`config.mk`:
```
export PLATFORM = sky130hd
export DESIGN_NAME = multi_slot_software_timer_table
export DESIGN_NICKNAME = d
export VERILOG_FILES = /design/src/hdl/msst_pkg.sv /design/src/hdl/msst_store.sv /design/src/hdl/msst_slot_unit.sv /design/src/hdl/multi_slot_software_timer_table.sv
export SDC_FILE = /design/constraint.sdc
export NUM_CORES = 2
export LEC_CHECK = 0
export ABC_CLOCK_PERIOD_IN_PS = 6100
export BUFFER_PORTS_ARGS = -buffer_cell sky130_fd_sc_hd__buf_2
export CELL_PAD_IN_SITES_DETAIL_PLACEMENT = 0
export CELL_PAD_IN_SITES_GLOBAL_PLACEMENT = 1
export CORE_MARGIN = 2
export CORE_UTILIZATION = 55
export DETAILED_ROUTE_END_ITERATION = 12
export PLACE_DENSITY = 0.79
export SETUP_SLACK_MARGIN = 0.3
export SYNTH_ARGS = -nofsm -noshare
export SYNTH_HDL_FRONTEND = slang
export SYNTH_SLANG_ARGS = --single-unit
```
`constraint.sdc`:
```
create_clock -name clk -period 6.1 [get_ports clk]
set_clock_uncertainty 0.05 [all_clocks]
set_input_delay 0.305 -clock clk [delete_from_list [all_inputs] [get_ports clk]]
set_output_delay 0.305 -clock clk [all_outputs]
set_load 0.01 [all_outputs]
```
`src/hdl/msst_pkg.sv`:
```
package msst_pkg;

	localparam int DEF_SLOTS      = 32;
	localparam int DEF_COUNT_BITS = 16;

	// fixed widths of the item fields
	localparam int OP_W     = 3;
	localparam int SLOT_F_W = 5;
	localparam int FIELD_W  = 16;
	localparam int KIND_W   = 3;

	typedef enum logic [OP_W-1:0] {
		OP_TICK   = 3'd0,
		OP_CREATE = 3'd1,
		OP_DELETE = 3'd2,
		OP_START  = 3'd3,
		OP_STOP   = 3'd4,
		OP_CLEAR  = 3'd5
	} op_t;

	typedef enum logic [KIND_W-1:0] {
		KIND_FIRED   = 3'd0,
		KIND_CREATED = 3'd1,
		KIND_FULL    = 3'd2,
		KIND_DELETED = 3'd3,
		KIND_REFUSED = 3'd4
	} kind_t;

	// what the tick unit decides for one slot
	typedef struct packed {
		logic wr;
		logic fire;
		logic free_slot;
	} slot_upd_t;

endpackage

```
`src/hdl/msst_store.sv`:
```
module msst_store import msst_pkg::*; #(
	parameter int SLOTS      = DEF_SLOTS,
	parameter int COUNT_BITS = DEF_COUNT_BITS
) (
	input  logic                     clk,
	input  logic                     arst_n,
	input  logic                     rd_en,
	input  logic [$clog2(SLOTS)-1:0] rd_addr,
	output logic [COUNT_BITS-1:0]    rd_cd,
	output logic [COUNT_BITS-1:0]    rd_rp,
	output logic [COUNT_BITS-1:0]    rd_rl,
	input  logic                     wr_cr,
	input  logic                     wr_rl,
	input  logic [$clog2(SLOTS)-1:0] wr_addr,
	input  logic [COUNT_BITS-1:0]    wr_cd,
	input  logic [COUNT_BITS-1:0]    wr_rp,
	input  logic [COUNT_BITS-1:0]    wr_rl_data
);

	localparam int WORD_W = 2 * COUNT_BITS;

	// countdown and repeats share one word, reload sits apart
	logic [WORD_W-1:0]     cr_mem [SLOTS];
	logic [COUNT_BITS-1:0] rl_mem [SLOTS];
	logic [WORD_W-1:0]     cr_rd_q;
	logic [COUNT_BITS-1:0] rl_rd_q;
	logic [SLOTS-1:0]      cr_vld_q;
	logic [SLOTS-1:0]      rl_vld_q;
	logic                  cr_ok_q;
	logic                  rl_ok_q;

	always_ff @(posedge clk) begin
		if (wr_cr) begin
			cr_mem[wr_addr] <= {wr_cd, wr_rp};
		end
		if (wr_rl) begin
			rl_mem[wr_addr] <= wr_rl_data;
		end
		if (rd_en) begin
			cr_rd_q <= cr_mem[rd_addr];
			rl_rd_q <= rl_mem[rd_addr];
		end
	end

	// entries never written read as zero
	always_ff @(posedge clk or negedge arst_n) begin
		if (!arst_n) begin
			cr_vld_q <= '0;
			rl_vld_q <= '0;
			cr_ok_q  <= 1'b0;
			rl_ok_q  <= 1'b0;
		end else begin
			if (wr_cr) begin
				cr_vld_q[wr_addr] <= 1'b1;
			end
			if (wr_rl) begin
				rl_vld_q[wr_addr] <= 1'b1;
			end
			if (rd_en) begin
				cr_ok_q <= cr_vld_q[rd_addr];
				rl_ok_q <= rl_vld_q[rd_addr];
			end
		end
	end

	assign rd_cd = cr_ok_q ? cr_rd_q[WORD_W-1:COUNT_BITS] : '0;
	assign rd_rp = cr_ok_q ? cr_rd_q[COUNT_BITS-1:0] : '0;
	assign rd_rl = rl_ok_q ? rl_rd_q : '0;

endmodule

```
`src/hdl/msst_slot_unit.sv`:
```
module msst_slot_unit import msst_pkg::*; #(
	parameter int COUNT_BITS = DEF_COUNT_BITS
) (
	input  logic [COUNT_BITS-1:0] cd,
	input  logic [COUNT_BITS-1:0] rp,
	input  logic [COUNT_BITS-1:0] rl,
	input  logic                  active,
	output slot_upd_t             upd,
	output logic [COUNT_BITS-1:0] cd_nxt,
	output logic [COUNT_BITS-1:0] rp_nxt
);

	localparam logic [COUNT_BITS-1:0] ONE = COUNT_BITS'(1);

	logic cd_zero;
	logic rp_zero;
	logic rp_one;

	assign cd_zero = (cd == '0);
	assign rp_zero = (rp == '0);
	assign rp_one  = (rp == ONE);

	always_comb begin
		upd    = '0;
		cd_nxt = cd;
		rp_nxt = rp;
		if (!cd_zero) begin
			// counts down even when stopped or free
			upd.wr = 1'b1;
			cd_nxt = cd - ONE;
		end else if (active) begin
			upd.wr   = 1'b1;
			upd.fire = 1'b1;
			if (rp_zero) begin
				cd_nxt = rl;
			end else if (rp_one) begin
				upd.free_slot = 1'b1;
				cd_nxt        = '0;
				rp_nxt        = '0;
			end else begin
				cd_nxt = rl;
				rp_nxt = rp - ONE;
			end
		end
	end

endmodule

```
`src/hdl/multi_slot_software_timer_table.sv`:
```
// channel  | handshake          | payload
// ---------+--------------------+-------------------------------------------------
// input    | in_valid/in_ready  | operation, slot, delay_ticks, repeat_count,
//          |                    | start_running
// output   | out_valid/out_ready| kind, slot_number, last
//
// tick: one slot per cycle through the shared count unit and the one-read,
// one-write slot store, while no fire waits on a stalled output.
// create scans for the lowest free slot. start, stop and clear are handled
// in idle itself and never leave it.
// reset clears the flags and the store's entry valid bits, no clearing pass.
// in_ready is high only in idle; one output register lets an item enter while
// the previous result waits.
module multi_slot_software_timer_table import msst_pkg::*; #(
	parameter int SLOTS      = DEF_SLOTS,
	parameter int COUNT_BITS = DEF_COUNT_BITS
) (
	input  logic                clk,
	input  logic                arst_n,
	input  logic                in_valid,
	output logic                in_ready,
	input  logic [OP_W-1:0]     operation,
	input  logic [SLOT_F_W-1:0] slot,
	input  logic [FIELD_W-1:0]  delay_ticks,
	input  logic [FIELD_W-1:0]  repeat_count,
	input  logic                start_running,
	output logic                out_valid,
	input  logic                out_ready,
	output logic [KIND_W-1:0]   kind,
	output logic [SLOT_F_W-1:0] slot_number,
	output logic                last
);

	localparam int SLOT_W = $clog2(SLOTS);
	localparam int PTR_W  = $clog2(SLOTS + 1);
	localparam logic [PTR_W-1:0] SLOTS_P = PTR_W'(SLOTS);

	typedef enum logic [2:0] {
		S_IDLE,
		S_TICK,
		S_TEND,
		S_CREATE,
		S_DEL,
		S_EMIT
	} state_t;

	state_t                state_q;
	logic [PTR_W-1:0]      ptr_q;
	logic                  ev_valid_s1;
	logic [SLOT_W-1:0]     ev_slot_s1;
	logic                  pend_valid_q;
	logic [SLOT_W-1:0]     pend_slot_q;
	kind_t                 res_kind_q;
	logic [SLOT_F_W-1:0]   res_slot_q;
	logic                  out_valid_q;
	kind_t                 kind_q;
	logic [SLOT_F_W-1:0]   slot_number_q;
	logic                  last_q;
	logic [SLOTS-1:0]      in_use_q;
	logic [SLOTS-1:0]      running_q;
	logic [SLOT_F_W-1:0]   slot_q;
	logic [COUNT_BITS-1:0] delay_q;
	logic [COUNT_BITS-1:0] reps_q;
	logic                  run_q;

	logic                  out_busy;
	logic [SLOT_W-1:0]     ptr_idx;
	logic                  tick_stall;
	logic                  rd_en;
	logic                  slot_ok;
	logic [SLOT_W-1:0]     slot_idx;
	logic                  in_slot_ok;
	logic [SLOT_W-1:0]     in_slot_idx;
	logic                  del_hit;
	logic                  wr_cr;
	logic                  wr_rl;
	logic [SLOT_W-1:0]     wr_addr;
	logic [COUNT_BITS-1:0] wr_cd;
	logic [COUNT_BITS-1:0] wr_rp;
	logic [COUNT_BITS-1:0] wr_rl_data;
	logic [COUNT_BITS-1:0] rd_cd;
	logic [COUNT_BITS-1:0] rd_rp;
	logic [COUNT_BITS-1:0] rd_rl;
	slot_upd_t             upd;
	logic [COUNT_BITS-1:0] cd_nxt;
	logic [COUNT_BITS-1:0] rp_nxt;

	msst_store #(
		.SLOTS      (SLOTS),
		.COUNT_BITS (COUNT_BITS)
	) u_store (
		.clk        (clk),
		.arst_n     (arst_n),
		.rd_en      (rd_en),
		.rd_addr    (ptr_idx),
		.rd_cd      (rd_cd),
		.rd_rp      (rd_rp),
		.rd_rl      (rd_rl),
		.wr_cr      (wr_cr),
		.wr_rl      (wr_rl),
		.wr_addr    (wr_addr),
		.wr_cd      (wr_cd),
		.wr_rp      (wr_rp),
		.wr_rl_data (wr_rl_data)
	);

	msst_slot_unit #(
		.COUNT_BITS (COUNT_BITS)
	) u_slot_unit (
		.cd     (rd_cd),
		.rp     (rd_rp),
		.rl     (rd_rl),
		.active (in_use_q[ev_slot_s1] && running_q[ev_slot_s1]),
		.upd    (upd),
		.cd_nxt (cd_nxt),
		.rp_nxt (rp_nxt)
	);

	always_comb begin
		out_busy    = out_valid_q && !out_ready;
		ptr_idx     = ptr_q[SLOT_W-1:0];
		// a second fire needs the held one moved out first
		tick_stall  = ev_valid_s1 && upd.fire && pend_valid_q && out_busy;
		rd_en       = (state_q == S_TICK) && !tick_stall && (ptr_q < SLOTS_P);
		slot_ok     = int'(slot_q) < SLOTS;
		slot_idx    = SLOT_W'(slot_q);
		in_slot_ok  = int'(slot) < SLOTS;
		in_slot_idx = SLOT_W'(slot);
		del_hit     = slot_ok && in_use_q[slot_idx];

		wr_cr      = 1'b0;
		wr_rl      = 1'b0;
		wr_addr    = ev_slot_s1;
		wr_cd      = cd_nxt;
		wr_rp      = rp_nxt;
		wr_rl_data = delay_q;
		unique case (state_q)
			S_TICK: begin
				wr_cr = ev_valid_s1 && !tick_stall && upd.wr;
			end
			S_CREATE: begin
				wr_addr = ptr_idx;
				wr_cd   = delay_q;
				wr_rp   = reps_q;
				if (ptr_q < SLOTS_P && !in_use_q[ptr_idx]) begin
					wr_cr = 1'b1;
					wr_rl = 1'b1;
				end
			end
			S_DEL: begin
				wr_addr = slot_idx;
				wr_cd   = '0;
				wr_rp   = '0;
				wr_cr   = del_hit;
			end
			default: begin
			end
		endcase
	end

	always_ff @(posedge clk or negedge arst_n) begin
		if (!arst_n) begin
			state_q       <= S_IDLE;
			ptr_q         <= '0;
			ev_valid_s1   <= 1'b0;
			ev_slot_s1    <= '0;
			pend_valid_q  <= 1'b0;
			pend_slot_q   <= '0;
			res_kind_q    <= KIND_FIRED;
			res_slot_q    <= '0;
			out_valid_q   <= 1'b0;
			kind_q        <= KIND_FIRED;
			slot_number_q <= '0;
			last_q        <= 1'b0;
			in_use_q      <= '0;
			running_q     <= '0;
			slot_q        <= '0;
			delay_q       <= '0;
			reps_q        <= '0;
			run_q         <= 1'b0;
		end else begin
			if (out_valid_q && out_ready) begin
				out_valid_q <= 1'b0;
			end
			unique case (state_q)
				S_IDLE: begin
					if (in_valid) begin
						slot_q  <= slot;
						delay_q <= COUNT_BITS'(delay_ticks);
						reps_q  <= COUNT_BITS'(repeat_count);
						run_q   <= start_running;
						ptr_q   <= '0;
						unique case (operation)
							OP_TICK: begin
								ev_valid_s1  <= 1'b0;
								pend_valid_q <= 1'b0;
								state_q      <= S_TICK;
							end
							OP_CREATE: state_q <= S_CREATE;
							OP_DELETE: state_q <= S_DEL;
							OP_START: begin
								if (in_slot_ok) begin
									running_q[in_slot_idx] <= 1'b1;
								end
							end
							OP_STOP: begin
								if (in_slot_ok) begin
									running_q[in_slot_idx] <= 1'b0;
								end
							end
							OP_CLEAR: in_use_q <= '0;
							default: begin
							end
						endcase
					end
				end
				S_TICK: begin
					if (!tick_stall) begin
						ev_valid_s1 <= rd_en;
						ev_slot_s1  <= ptr_idx;
						if (rd_en) begin
							ptr_q <= ptr_q + 1'b1;
						end else begin
							state_q <= S_TEND;
						end
						if (ev_valid_s1) begin
							if (upd.free_slot) begin
								in_use_q[ev_slot_s1]  <= 1'b0;
								running_q[ev_slot_s1] <= 1'b0;
							end
							// hold each fire back one so the final one can carry last
							if (upd.fire) begin
								if (pend_valid_q) begin
									out_valid_q   <= 1'b1;
									kind_q        <= KIND_FIRED;
									slot_number_q <= SLOT_F_W'(pend_slot_q);
									last_q        <= 1'b0;
								end
								pend_valid_q <= 1'b1;
								pend_slot_q  <= ev_slot_s1;
							end
						end
					end
				end
				S_TEND: begin
					if (!pend_valid_q) begin
						state_q <= S_IDLE;
					end else if (!out_busy) begin
						out_valid_q   <= 1'b1;
						kind_q        <= KIND_FIRED;
						slot_number_q <= SLOT_F_W'(pend_slot_q);
						last_q        <= 1'b1;
						pend_valid_q  <= 1'b0;
						state_q       <= S_IDLE;
					end
				end
				S_CREATE: begin
					if (ptr_q == SLOTS_P) begin
						res_kind_q <= KIND_FULL;
						res_slot_q <= '0;
						state_q    <= S_EMIT;
					end else if (!in_use_q[ptr_idx]) begin
						in_use_q[ptr_idx]  <= 1'b1;
						running_q[ptr_idx] <= run_q;
						res_kind_q         <= KIND_CREATED;
						res_slot_q         <= SLOT_F_W'(ptr_idx);
						state_q            <= S_EMIT;
					end else begin
						ptr_q <= ptr_q + 1'b1;
					end
				end
				S_DEL: begin
					if (del_hit) begin
						in_use_q[slot_idx]  <= 1'b0;
						running_q[slot_idx] <= 1'b0;
						res_kind_q          <= KIND_DELETED;
					end else begin
						res_kind_q <= KIND_REFUSED;
					end
					res_slot_q <= slot_q;
					state_q    <= S_EMIT;
				end
				S_EMIT: begin
					if (!out_busy) begin
						out_valid_q   <= 1'b1;
						kind_q        <= res_kind_q;
						slot_number_q <= res_slot_q;
						last_q        <= 1'b1;
						state_q       <= S_IDLE;
					end
				end
				default: state_q <= S_IDLE;
			endcase
		end
	end

	assign in_ready    = (state_q == S_IDLE);
	assign out_valid   = out_valid_q;
	assign kind        = kind_q;
	assign slot_number = slot_number_q;
	assign last        = last_q;

	// a held fire never outlives its tick
	a_pend_in_tick: assert property (@(posedge clk) disable iff (!arst_n)
		pend_valid_q |-> (state_q == S_TICK || state_q == S_TEND))
		else $error("held fire outside a tick");

	// store read data only counts while walking
	a_ev_in_tick: assert property (@(posedge clk) disable iff (!arst_n)
		ev_valid_s1 |-> state_q == S_TICK)
		else $error("slot evaluation outside a tick");

	// a stalled second fire must not overwrite the held one
	a_stall_holds: assert property (@(posedge clk) disable iff (!arst_n)
		(state_q == S_TICK && tick_stall) |=> ($stable(pend_slot_q) && pend_valid_q))
		else $error("held fire lost during output stall");

	a_ptr_range: assert property (@(posedge clk) disable iff (!arst_n)
		ptr_q <= SLOTS_P)
		else $error("slot pointer past table end");

endmodule
```
======== Word-level counts from Yosys, hierarchy flattened ========
Memories as Yosys holds them, arrays and structs flattened. A register that Yosys moved wholly into a read port is not among the register bits.
Index checks and enable logic that the tools add are counted.
operators by class
  add/sub/neg operators ................... 3
  $lt $le $gt $ge ......................... 11
  eq/ne operators ......................... 32
  muxes and demuxes ....................... 130
  bitwise operators ....................... 13
  reduce and logical (&&, ||, !) cells .... 41
operator list
  operator               number
  $mux 32                15
  $pmux 32 s4            2
  $mux 16                11
  $and 32x32->32         5
  $or 32x32->32          4
  $not 32->32            3
  $pmux 16 s2            2
  $pmux 32 s2            1
  $mux 3                 18
  $mux 5                 9
  $mux 1                 41
  $bwmux 32              1
  $logic_not 16->1       2
  $sub 16x1->16 const B  2
  $bmux 1 s5             6
  $lt 5x6->1 const B     5
  $mux 6                 5
  $ne 2x2->1 const B     14
  $demux 1 s5            5
  $ge 5x1->1 const B     5
  $pmux 5 s2             2
  $pmux 3 s3             2
  $pmux 3 s6             1
  $pmux 6 s3             1
  29 further kinds       68
word-level totals
  register bits after elaboration ......... 207
  memory bits (writable) .................. 1536
  input port bits ......................... 45
  output and inout port bits .............. 11
  memories ................................ 2
memories
  name            words  width  rd ports  clocked after Yosys merged registers in  wr ports  line              RTL
  u_store.cr_mem  32     32     1         1                                        1         msst_store.sv:23  logic [WORD_W-1:0] cr_mem [SLOTS];
  u_store.rl_mem  32     16     1         1                                        1         msst_store.sv:24  logic [COUNT_BITS-1:0] rl_mem [SLOTS];

======== Longest topological paths before layout ========
  depth in word-level cells ............... 15
  depth in mapped cells ................... 15
  mapped depth without buffers ............ 8

======== Hierarchy ========
From an unflattened synthesis, not the netlist that was laid out.
unflattened totals
  cell total of the unflattened synthesis .. 3774
  area, all modules ....................... 73311.6 µm²
modules (own cells, without submodules)
  module                           times used  cells each  area an instance (µm²)  seq. area each (µm²)
  msst_store                       1           2563        62832.8                 49217.2
  multi_slot_software_timer_table  1           1052        9424.0                  3528.4
  msst_slot_unit                   1           159         1054.8                  0.0

======== Least setup slack after synthesis ========
No wires, ideal clock.
  path type ............................... register to register
  start point ............................. reg u_store.cr_rd_q[22] (read register of u_store.cr_mem)
  end point ............................... mem u_store.cr_mem[0][15] (netlist name), data pin
  library setup time ...................... 467 ps
  arrival ................................. 3894 ps
  required time ........................... 5583 ps
  setup slack ............................. 1689 ps
  cell stages (with the launch flop) ...... 12
  path through ............................ edfxtp_1 > or4_1 > buf_4 > nor2_8 > nand3b_2 > a21bo_1 > buf_6 > nor4_1 > clkbuf_1 > buf_2 > a21oi_1 > o31ai_1
between the ends
  longest elaborated chain between the ends .. 4
ends and longest elaborated chain
  item                   line                                    RTL
  start: declaration     msst_store.sv:25                        logic [WORD_W-1:0] cr_rd_q;
  $mux 16                msst_store.sv:66                        assign rd_cd = cr_ok_q ? cr_rd_q[WORD_W-1:COUNT_BITS] : '0;
  $logic_not 16->1       msst_slot_unit.sv:19                    assign cd_zero = (cd == '0);
  $mux 16                msst_slot_unit.sv:27                    if (!cd_zero) begin
  $pmux 16 s2            multi_slot_software_timer_table.sv:137  unique case (state_q)
  via u_store.wr_rp[15]  msst_store.sv:16                        input logic [COUNT_BITS-1:0] wr_rp,
  end: declaration       msst_store.sv:23
The timed path passes the listed nets, and every way through them passes these cells.

======== Final worst setup path ========
  start point ............................. reg ev_slot_s1[0]
  end point ............................... mem u_store.cr_mem[31][19] (netlist name), data pin
between the ends
  longest elaborated chain between the ends .. 6
ends and longest elaborated chain
  item                          line                                    RTL
  start: declaration            multi_slot_software_timer_table.sv:50   logic [SLOT_W-1:0] ev_slot_s1;
  start signal: assignment      multi_slot_software_timer_table.sv:220  ev_slot_s1 <= ptr_idx;
  $bmux 1 s5                    multi_slot_software_timer_table.sv:113  .active (in_use_q[ev_slot_s1] && running_q[ev_slot_s1]),
  $mux 1 (implied by the code)  multi_slot_software_timer_table.sv:113
  $logic_and 1x1->1 *           multi_slot_software_timer_table.sv:113
  $mux 16 *                     msst_slot_unit.sv:31                    end else if (active) begin
  $mux 16 *                     msst_slot_unit.sv:27
  $pmux 16 s2 *                 multi_slot_software_timer_table.sv:137
  via u_store.wr_cd[3]          msst_store.sv:15                        input logic [COUNT_BITS-1:0] wr_cd,
Mark *: on every way through the listed nets, which the timed path passes. The rest lies on a longest branch. The select of a mux whose other input is x is not followed.

==> impl_metrics.toml <==
[clocking]
cts_resized = 0
root_buffer = "clkbuf_16"
clk_pin_slew_ns = 0.06
numCtsBuffers = 179
clock_sinks = 1791
h-tree-depth = 4
cts_tree = "built"
clock_path_buffers = 3
cts_setup_buffers = 0
cts_hold_repair.buffers = 45
clk_latency_ns = 0.81

[global_route]
antenna_found_initial = 0
grt_overflow = 0
grt_max_degree = 127
first_global_vias = 39530
grt_pass1_wl_um = 276800
grt_usage_pct = 28.40

[critical_path]
r2r_start = "ev_slot_s1[0]"
arrival_ns = 5.73
reg2reg_slack_ns = 0.71
timing_worst_setup_path_type = "register to register"
worstPathRequired_ns = 6.44
endpoint = "u_store.cr_mem[31][19]"
crit_path_start_kind = "register"
r2r_cells = 9
critPathMaxFanout = 36
endpoint_kind = "register"
crit_start = "ev_slot_s1[0]"
rr_endpoint = "u_store.cr_mem[31][19]"

[route]
drtIter0Drc = 5757
wl_per_cell_um = 31.67
wl_um = 190400
ant_nets = 0
drc = 0
first_pass_iters = 6
num_vias = 40310
via_per_inst = 6.703

[placed_design]
dp.cells = 5639
placed_area_mm2 = 0.07599
gp_congestion = 0.8812
hpwl_um = 108800
port-buffer-count = 55

[pwr]
p_leak_nw = 26.73
vdd_drop_max_uv = 419.9
power_density_mw_per_mm2 = 476.7

[floorplan]
initial_core_util_pct = 55.36
num_rows = 133
die_y_um = 367.6
fp.dieArea_mm2 = 0.1351
io_pins = 56
die_w_um = 367.6
core_mm2 = 0.1313

[timing]
max_slew_margin_pct = 9.753
hold_viol_final = 0
finalSetupTns_ns = 0
fin_crit_sh_pct = 88.39
period_needed_ns = 5.392
max_freq_mhz = 185.5
slew_violations = 0
rsz0062_at_grt = "false"
worstMarginPinSlew_ns = 1.352
setup_viol = 0

[synthesis]
syn_nets = 3975
synth.yosys.warnings = 0
yosys.area.top_type_share_pct = 65.43
synth_cells = 3921
syn_avg_cell_area_um2 = 18.54
ys_ff_latch = 1791
synth_top_cell_by_area = "edfxtp_1"
ys.flop_type = "edfxtp_1"
ys_types = 77
yosysSeqAreaShare_pct = 72.56
synth_area_mm2 = 0.07269
netlist_top_cells_area = "edfxtp_1 65%, mux4_2 13%, dfrtp_1 7.1%"
synth_edf_count = 1584
synth-async-reset-ratio_pct = 11.56

[outcome]
status = "completed"

[cells_and_area]
drive_gt1_share_pct = 27.73
finalNetCount = 4164
antenna_cells = 0
syn_to_final_growth_pct = 13.05
design_area_mm2 = 0.08218
final_cell_count_no_fill = 6014

[run]
maxCapViolCount = 0

[hold_path]
hold_path_class = "input port to asynchronous set/reset pin"
[layout make-up]
cell class / instances / area (um2)
clock buffer: 224 / 4762
sequential: 1791 / 52760
tap: 1755 / 2196
timing repair buffer: 267 / 2115
inverter: 12 / 45.04
multi-input combinational: 1859 / 19330
fill: 8895 / 49120
clock inverter: 106 / 973.4
[sequential cells by signal (all words and copies together), names as in the netlist, 3 cells and up, named ones only]
signal            flops
u_store.rl_mem      512
u_store.cr_rd_q      32
res_kind_q            3
u_store.rl_vld_q     32
pend_slot_q           5
delay_q              16
reps_q               16
ev_slot_s1            5
u_store.cr_mem     1024
ptr_q                 6
slot_idx              5
res_slot_q            5
in_use_q             32
u_store.cr_vld_q     32
state_q               3
kind                  3
slot_number           5
u_store.rl_rd_q      16
[logic make-up (layout without fill, tap and decap cells)]
group / Yosys count / count (layout) / synth area share (%)
mux: 562 / 562 / 15.23
xor+xnor: 3 / 3 / 0.03615
compound gates: 613 / 613 / 5.868
flops: 1791 / 1791 / 72.56
simple gates: 672 / 672 / 4.644
buf+inv: 271 / 609 / 1.506
fa+ha+maj: 9 / 9 / 0.1549
[placed cells by master (no fill, tap or decap), types with 41 or more instances in the layout]
cell type and count:
a22oi_1 143, a21oi_1 83, dfrtp_1 200, nand3_1 82, mux2_2 95, nor3_1 43, buf_2 54, or2_2 41
o21ai_0 116, edfxtp_1 1584, nand2_1 202, dlygate4sd3_1 45, clkbuf_16 182, mux4_2 425, buf_4 157, nor2_1 50
[cells in the mapped netlist (all sizes together), types with 40 or more instances]
library cell  instances
mux2                 97
nor3                 46
buf                  83
or2                  42
a22oi               143
a21oi                93
mux2i                40
nand2               203
mux4                425
dfrtp               207
clkbuf              176
nor2                125
edfxtp             1584
o21ai               125
nand3                82
[worst min path at each step]
stage | end | cells after the start | slack [ns] | from
after floorplan | asynchronous set/reset pin | 0 | -0.04 | arst_n
after global placement | reps_q[15] | 1 | 0.32 | arst_n
after detailed placement | reps_q[15] | 1 | 0.32 | arst_n
after CTS | state_q[0] | 6 | 0.02 | operation[0]
after global routing | reps_q[15] | 2 | 0.07 | arst_n
final | reps_q[15] | 2 | 0.04 | arst_n
[per-stage QoR]
step           utilization (%)  hold WS, ns  total power, mW  setup slack, ns
6_report                 62.59      0.03870            39.17           0.7080
5_1_grt                  62.59      0.07119            40.66           0.5015
4_1_cts                  62.59      0.01995            39.24           0.8416
3_5_place_dp             57.88       0.3246            28.47           0.9349
3_3_place_gp             57.88       0.3239            28.22            1.060
2_1_floorplan                -     -0.04059            24.57            1.689
[layer usage]
layer | track usage (%) | vias up | part of all wire (%)
met4 | 8.346 | 0 | 2.7
met5 | 0 | - | 0
li1 | - | 16570 | -
met1 | 41.43 | 21070 | 40
met2 | 43.86 | 2339 | 48
met3 | 5.915 | 339 | 9.8
[critical path, stage by stage, from the launching register on]
cell and delay, ns:
dfrtp_2 0.98, buf_4 0.30, mux2i_1 0.08, o221ai_1 0.18, a221o_1 0.20, nor3_1 0.12, or3_1 0.69, nor3b_2 0.99
a211oi_1 0.24, nor2_2 1.07
[power by group]
part	total (mW)	leakage [nW]	switching, mW	internal [mW]
clock network	10.8	2.82	4.61	6.18
registers	17.9	17.1	0.964	16.9
logic	10.5	6.86	6.81	3.71
(Power assumes the default switching activity.)
